`src/hw/rtl/sost_pkg.sv`:
```
// Package of the self-organizing search table: sizes, codes and control structs.
// No dependencies; used by sost_cell, sost_ctrl and the top level.
`timescale 1ns / 1ps
`default_nettype none

package sost_pkg;

	localparam int TABLE_DEPTH = 16;
	localparam int IDX_W       = (TABLE_DEPTH > 1) ? $clog2(TABLE_DEPTH) : 1;
	localparam int POS_W       = 4;
	localparam int CNT_W       = 5;
	localparam int DATA_W      = 32;
	localparam int MODE_W      = 2;
	localparam int OIDX_W      = 4;
	localparam int CMP_W       = (IDX_W + 1 > CNT_W) ? IDX_W + 1 : CNT_W;
	localparam int PCMP_W      = (IDX_W > POS_W) ? IDX_W : POS_W;
	localparam int S_TDATA_W   = ((POS_W + DATA_W + 7) / 8) * 8;
	localparam int M_TDATA_W   = ((1 + OIDX_W + 7) / 8) * 8;

	typedef enum logic [MODE_W-1:0] {
		MODE_LOAD  = 2'd0,
		MODE_PLAIN = 2'd1,
		MODE_TRANS = 2'd2,
		MODE_MTF   = 2'd3
	} mode_t;

	typedef enum logic {
		ST_IDLE,
		ST_RESOLVE
	} state_t;

	typedef struct packed {
		logic accept;
		logic resolve;
	} seq_t;

	typedef struct packed {
		logic              load;
		logic              search;
		logic              do_trans;
		logic              do_mtf;
		logic              any_hit;
		logic [POS_W-1:0]  pos;
		logic [CNT_W-1:0]  limit;
		logic [DATA_W-1:0] key;
	} cell_ctl_t;

endpackage

`default_nettype wire

```
`src/hw/rtl/sost_cell.sv`:
```
// One table cell: holds an entry, compares it with the key and swaps with a neighbor or with the head.
// Depends on sost_pkg.
`timescale 1ns / 1ps
`default_nettype none

module sost_cell (
	input  wire logic                      clk,
	input  wire logic                      arst_n,
	input  wire logic [sost_pkg::IDX_W-1:0] cell_idx,
	input  wire sost_pkg::cell_ctl_t       ctl,
	input  wire logic [sost_pkg::DATA_W-1:0] prev_data,
	input  wire logic [sost_pkg::DATA_W-1:0] head_data,
	input  wire logic                      hit_in,
	input  wire logic                      next_first,
	output logic      [sost_pkg::DATA_W-1:0] data,
	output logic                           hit_out,
	output logic                           first
);

	logic [sost_pkg::DATA_W-1:0] data_q;
	logic                        match_q;
	logic                        in_use;
	logic                        sel;
	logic                        is_head;

	assign in_use  = sost_pkg::CMP_W'(cell_idx) < sost_pkg::CMP_W'(ctl.limit);
	assign sel     = sost_pkg::PCMP_W'(cell_idx) == sost_pkg::PCMP_W'(ctl.pos);
	assign is_head = (cell_idx == '0);
	assign first   = match_q & ~hit_in;
	assign hit_out = hit_in | match_q;
	assign data    = data_q;

	always_ff @(posedge clk or negedge arst_n) begin
		if (!arst_n) begin
			match_q <= 1'b0;
		end else if (ctl.load || ctl.search) begin
			match_q <= ctl.search & in_use & (data_q == ctl.key);
		end
	end

	always_ff @(posedge clk) begin
		priority if (ctl.load && sel) begin
			data_q <= ctl.key;
		end else if (ctl.do_trans && first && !is_head) begin
			data_q <= prev_data;
		end else if (ctl.do_trans && next_first) begin
			data_q <= ctl.key;
		end else if (ctl.do_mtf && first && !is_head) begin
			data_q <= head_data;
		end else if (ctl.do_mtf && is_head && ctl.any_hit && !first) begin
			data_q <= ctl.key;
		end else begin
			data_q <= data_q;
		end
	end

endmodule

`default_nettype wire

```
`src/hw/rtl/sost_ctrl.sv`:
```
// Sequencer of the search table: accept, resolve and output word handshake.
// Depends on sost_pkg.
`timescale 1ns / 1ps
`default_nettype none

module sost_ctrl (
	input  wire logic      clk,
	input  wire logic      arst_n,
	input  wire logic      s_tvalid,
	output logic           s_tready,
	input  wire logic      m_tready,
	output logic           m_tvalid,
	output sost_pkg::seq_t seq
);

	sost_pkg::state_t state_q;
	sost_pkg::state_t state_d;
	logic             m_valid_q;
	logic             ready;

	assign ready    = (state_q == sost_pkg::ST_IDLE) && (!m_valid_q || m_tready);
	assign s_tready = ready;
	assign m_tvalid = m_valid_q;

	always_comb begin
		state_d = state_q;
		unique case (state_q)
			sost_pkg::ST_IDLE: begin
				if (s_tvalid && ready) begin
					state_d = sost_pkg::ST_RESOLVE;
				end
			end
			sost_pkg::ST_RESOLVE: begin
				state_d = sost_pkg::ST_IDLE;
			end
			default: begin
				state_d = sost_pkg::ST_IDLE;
			end
		endcase
	end

	always_comb begin
		seq = '0;
		unique case (state_q)
			sost_pkg::ST_IDLE: begin
				seq.accept = s_tvalid && ready;
			end
			sost_pkg::ST_RESOLVE: begin
				seq.resolve = 1'b1;
			end
			default: begin
				seq = '0;
			end
		endcase
	end

	always_ff @(posedge clk or negedge arst_n) begin
		if (!arst_n) begin
			state_q   <= sost_pkg::ST_IDLE;
			m_valid_q <= 1'b0;
		end else begin
			state_q <= state_d;
			if (seq.resolve) begin
				m_valid_q <= 1'b1;
			end else if (m_tready) begin
				m_valid_q <= 1'b0;
			end
		end
	end

endmodule

`default_nettype wire

```
`src/hw/rtl/self_organizing_search_table.sv`:
```
// Self-organizing search table: one input word gives one output word.
// Input word: s_tuser = mode (0 load, 1 plain search, 2 transpose, 3 move-to-head);
//   s_tdata = position, then the key or entry data. Output word: found, match index.
// cfg_we / cfg_data set entries_in_use, the count of entries searched from
//   entry 0; write it only while no word is in flight.
// For each word, at the accept edge every cell compares its entry
//   with the key (a load writes its entry), and at the next edge the first-hit
//   chain across the cells picks the match, the swap is done and the result is
//   registered. The sequencer is then idle again and can take a new word.
// The result register lets the next word be accepted while a result waits, as
//   long as m_tready takes it by the accept edge; while m_tready stays low the
//   block holds the result and takes no new word.
// Reset clears the count and the sequencer; entries hold nothing valid until
//   loaded, and a search must not reach an entry never loaded.
// Depends on sost_pkg, sost_cell and sost_ctrl.
`timescale 1ns / 1ps
`default_nettype none

module self_organizing_search_table (
	input  wire logic                           clk,
	input  wire logic                           arst_n,
	input  wire logic                           cfg_we,
	input  wire logic [sost_pkg::CNT_W-1:0]     cfg_data,
	input  wire logic                           s_tvalid,
	output logic                                s_tready,
	// [3:0] position, [35:4] search_value, [39:36] zero
	input  wire logic [sost_pkg::S_TDATA_W-1:0] s_tdata,
	// [1:0] mode
	input  wire logic [sost_pkg::MODE_W-1:0]    s_tuser,
	output logic                                m_tvalid,
	input  wire logic                           m_tready,
	// [0] found, [4:1] match_index, [7:5] zero
	output logic      [sost_pkg::M_TDATA_W-1:0] m_tdata
);

	localparam int N = sost_pkg::TABLE_DEPTH;

	sost_pkg::seq_t              seq;
	sost_pkg::cell_ctl_t         ctl;
	logic [sost_pkg::CNT_W-1:0]  limit_q;
	logic [sost_pkg::DATA_W-1:0] key_q;
	logic [sost_pkg::POS_W-1:0]  pos_q;
	sost_pkg::mode_t             mode_q;
	sost_pkg::mode_t             in_mode;
	logic                        found_q;
	logic [sost_pkg::OIDX_W-1:0] idx_q;
	logic [sost_pkg::DATA_W-1:0] cell_data [N];
	logic [N:0]                  hit;
	logic [N-1:0]                first;
	logic [sost_pkg::IDX_W-1:0]  hit_idx;

	assign in_mode = sost_pkg::mode_t'(s_tuser);

	sost_ctrl u_ctrl (
		.clk      (clk),
		.arst_n   (arst_n),
		.s_tvalid (s_tvalid),
		.s_tready (s_tready),
		.m_tready (m_tready),
		.m_tvalid (m_tvalid),
		.seq      (seq)
	);

	always_comb begin
		ctl          = '0;
		ctl.load     = seq.accept && (in_mode == sost_pkg::MODE_LOAD);
		ctl.search   = seq.accept && (in_mode != sost_pkg::MODE_LOAD);
		ctl.do_trans = seq.resolve && (mode_q == sost_pkg::MODE_TRANS);
		ctl.do_mtf   = seq.resolve && (mode_q == sost_pkg::MODE_MTF);
		ctl.any_hit  = hit[N];
		ctl.pos      = s_tdata[sost_pkg::POS_W-1:0];
		ctl.limit    = limit_q;
		ctl.key      = seq.accept ? s_tdata[sost_pkg::POS_W +: sost_pkg::DATA_W] : key_q;
	end

	assign hit[0] = 1'b0;

	for (genvar i = 0; i < N; i++) begin : g_cell
		sost_cell u_cell (
			.clk        (clk),
			.arst_n     (arst_n),
			.cell_idx   (sost_pkg::IDX_W'(i)),
			.ctl        (ctl),
			.prev_data  (cell_data[(i == 0) ? 0 : i - 1]),
			.head_data  (cell_data[0]),
			.hit_in     (hit[i]),
			.next_first ((i == N - 1) ? 1'b0 : first[(i == N - 1) ? i : i + 1]),
			.data       (cell_data[i]),
			.hit_out    (hit[i+1]),
			.first      (first[i])
		);
	end

	always_comb begin
		hit_idx = '0;
		for (int i = 0; i < N; i++) begin
			hit_idx = hit_idx | (first[i] ? sost_pkg::IDX_W'(i) : '0);
		end
	end

	always_ff @(posedge clk or negedge arst_n) begin
		if (!arst_n) begin
			limit_q <= '0;
		end else if (cfg_we) begin
			limit_q <= cfg_data;
		end
	end

	always_ff @(posedge clk) begin
		if (seq.accept) begin
			key_q  <= s_tdata[sost_pkg::POS_W +: sost_pkg::DATA_W];
			pos_q  <= s_tdata[sost_pkg::POS_W-1:0];
			mode_q <= in_mode;
		end
		if (seq.resolve) begin
			if (mode_q == sost_pkg::MODE_LOAD) begin
				found_q <= 1'b0;
				idx_q   <= pos_q;
			end else begin
				found_q <= hit[N];
				idx_q   <= sost_pkg::OIDX_W'(hit_idx);
			end
		end
	end

	assign m_tdata = sost_pkg::M_TDATA_W'({idx_q, found_q});

endmodule

`default_nettype wire

```
`config.mk`:
```
export PLATFORM = sky130hd
export DESIGN_NAME = self_organizing_search_table
export DESIGN_NICKNAME = d
export VERILOG_FILES = /design/src/hw/rtl/sost_pkg.sv /design/src/hw/rtl/sost_cell.sv /design/src/hw/rtl/sost_ctrl.sv /design/src/hw/rtl/self_organizing_search_table.sv
export SDC_FILE = /design/constraint.sdc
export NUM_CORES = 2
export LEC_CHECK = 0
export BUFFER_PORTS_ARGS = -buffer_cell sky130_fd_sc_hd__buf_2
export CORE_MARGIN = 10
export CORE_UTILIZATION = 50
export CTS_BUF_LIST = sky130_fd_sc_hd__clkbuf_4 sky130_fd_sc_hd__clkbuf_8 sky130_fd_sc_hd__clkbuf_16
export DETAILED_ROUTE_END_ITERATION = 6
export PLACE_DENSITY = 0.66
export SYNTH_ARGS = -nofsm -noshare
export SYNTH_HDL_FRONTEND = slang
export SYNTH_HIERARCHICAL = 1
export SYNTH_SLANG_ARGS = --single-unit
```
`constraint.sdc`:
```
create_clock -name clk -period 21.3 [get_ports clk]
set_input_delay 2.13 -clock clk [delete_from_list [all_inputs] [get_ports clk]]
set_output_delay 2.13 -clock clk [all_outputs]
set_load 0.03 [all_outputs]
```
==> impl_metrics.py <==
metrics = {
    "outcome": {
        "status": "finished with violations",
        "violations": "max-slew violations",
    },
    "cells_and_area": {
        "nets": 3839,
        "drive_gt1_frac": 0.0889,
        "fin_cells": 4761,
        "antennaDiodeCount": 0,
        "nFillCells": 6322,
        "design_area_um2": 41400,
        "synthToLayoutAreaGrowth_pct": 10.3,
    },
    "die": {
        "io_pins": 62,
        "die_area_um2": 86400,
        "core-area_um2": 74400,
        "start_util": 0.504,
        "rows": 100,
        "die_h_um": 294,
        "chipWidth_um": 294,
    },
    "cts": {
        "clockBufferDepth": 3,
        "cts_hold_buf": 0,
        "clkTransAtPathRegs_ns": 0.06,
        "insertion_delay_ns": 0.62,
        "cts.sinks": 578,
        "htreeDepth": 3,
        "cts_setup_buffers": 0,
        "cts_tree": "built",
        "cts_resized": 0,
        "clock-root-buffer": "clkbuf_16",
        "cts-buffers-inserted": 68,
    },
    "detailed_routing": {
        "remaining_drc_errors": 0,
        "vias": 25600,
        "dr.pass1.iters": 7,
        "totalWireLength_mm": 90.8,
        "wl_per_cell_um": 19.1,
        "drt_iter0_drc": 1618,
        "viasPerCell": 5.39,
        "ant_nets": 0,
    },
    "logic_synthesis": {
        "syn_area_um2": 37500,
        "avgSynthCellArea_um2": 10.6,
        "ys_warn_count": 6,
        "netlist_instances": 3532,
    },
    "global_route": {
        "grt_max_degree": 65,
        "track_usage": 0.207,
        "grt_pass1_wl_mm": 142,
        "grt_antenna_before_repair": 0,
        "grt_pass1_vias": 24400,
        "grt_overflow": 0,
    },
    "pwr": {
        "cellLeakagePower_nw": 19.1,
        "ir_worst_vdd_uv": 53.1,
        "powerDensity_nw_per_um2": 78.3,
    },
    "setup_path": {
        "critical_path.endpoint_type": "register",
        "crit_path_start_kind": "register",
        "cpMostUsedCell": "or2_2",
        "cp.arrival_ns": 6.82,
        "cp_cell_sequence": "or2_2 > or2_2 > or2_2 > or2_2 > or2_2 > or2_2 > or2_2 > or2_2 > or2_2 > or2_2 > or2_2 > or2_2 > or2_2 > or2_2 > or2_2 > nand2b_1 > inv_1 > o21ai_0 > o211ai_1 > buf_4",
        "cp_data_required_time_ns": 21.57,
        "cp_slowest_stage_delay_ns": 0.40,
        "cp_slowest_cell": "buf_4",
        "crit_fanout": 32,
        "critPathKind": "reg -> reg",
        "r2r_slack_ns": 14.75,
        "reg2reg_depth": 20,
    },
    "timing": {
        "max-slew-margin-rel": -0.885,
        "hold_viol": 0,
        "rsz0062_at_grt": "no",
        "skew_ns": 0.0254,
        "whs_ns": 0.505,
        "period_share": 0.307,
        "worstMarginPinSlew_ns": 2.83,
        "finalSetupTns_ns": 0,
        "fmax_mhz": 153,
        "period_needed_ns": 6.55,
        "finalSetupViolations": 0,
        "slew_viol_final": 65,
    },
    "run": {
        "drv_cap": 0,
    },
    "worst_hold_path": {
        "hold_class": "reg -> reg",
        "hold_depth": 2,
    },
    "placement": {
        "dp.cells": 4638,
        "place_area_um2": 39100,
        "port_buffers": 54,
        "globalplace.congestion": 0.800,
        "dpl.hpwl_mm": 64.0,
    },
}
-- through the flow --
step	power, mW	worst slack, ns	util
after floorplan	1.90	14.41	-
after global placement	2.05	14.80	0.526
after detailed placement	2.08	14.77	0.526
after CTS	3.27	14.76	0.556
after global routing	3.40	14.51	0.556
final	3.24	14.75	0.556
-- worst max-delay path: cells and delay by family, from the launching register on --
family / cells / cell delay (ns)
AND/OR/NAND/NOR: 16 / 4.87
AO/OA/AOI/OAI: 2 / 0.26
buffers and inverters: 2 / 0.66
flip-flops: 1 / 0.39
-- cells in the final DEF, fill, tap and decap left out, types with 70 or more instances in the layout --
master,n
nor4_1,71
nand2_1,545
clkbuf_16,70
xnor2_1,352
o21ai_1,480
nand4_1,80
conb_1,198
o21ai_0,96
xor2_1,224
inv_1,79
mux2i_1,512
edfxtp_1,523
-- where the power goes --
part / internal [mW] / leakage (nW) / total (mW) / switching [mW]
registers: 1.32 / 5.29 / 1.34 / 0.0172
clock network: 0.705 / 1.16 / 1.19 / 0.483
logic: 0.276 / 12.6 / 0.717 / 0.442
total: 2.30 / 19.1 / 3.24 / 0.942
-- metal layers --
metal	up-vias	part of all wire	global-route usage
met4	0	0.027	0.0628
met3	148	0.042	0.0292
li1	12900	-	-
met2	471	0.49	0.361
met5	-	0	0
met1	12100	0.44	0.262
-- state kept, by name, summed over array words and instances, names as in the netlist --
signal and cells:
key_q 32, found_q 1, limit_q 5, g_cell.u_cell/match_q 16, u_ctrl/m_tvalid 1, g_cell.u_cell/data 512
u_ctrl/state_q 1, mode_q 2, idx_q 4, pos_q 4
-- final cells by class --
| class | count | area (µm²) | share of cell area |
|---|---|---|---|
| multi-input combinational | 2917 | 20100 | 0.486 |
| sequential | 578 | 16900 | 0.409 |
| tap | 969 | 1210 | 0.0293 |
| clock inverter | 22 | 262 | 0.00631 |
| timing repair buffer | 95 | 578 | 0.0140 |
| clock buffer | 101 | 2030 | 0.0491 |
| inverter | 79 | 297 | 0.00716 |
-- final timing paths --
check | from | end
hold / removal | g_cell[5].u_cell/match_q$_DFFE_PN0P_ | g_cell[5].u_cell/match_q$_DFFE_PN0P_
min in group asynchronous | arst_n | u_ctrl/m_tvalid$_DFFE_PN0P_
setup reg to reg | g_cell[0].u_cell/match_q$_DFFE_PN0P_ | g_cell[14].u_cell/data[8]$_DFFE_PP_
max in group asynchronous | arst_n | g_cell[6].u_cell/match_q$_DFFE_PN0P_
hold reg to reg | g_cell[5].u_cell/match_q$_DFFE_PN0P_ | g_cell[5].u_cell/match_q$_DFFE_PN0P_
setup / recovery | g_cell[0].u_cell/match_q$_DFFE_PN0P_ | g_cell[14].u_cell/data[8]$_DFFE_PP_
Power figures use the tool's default switching activity.
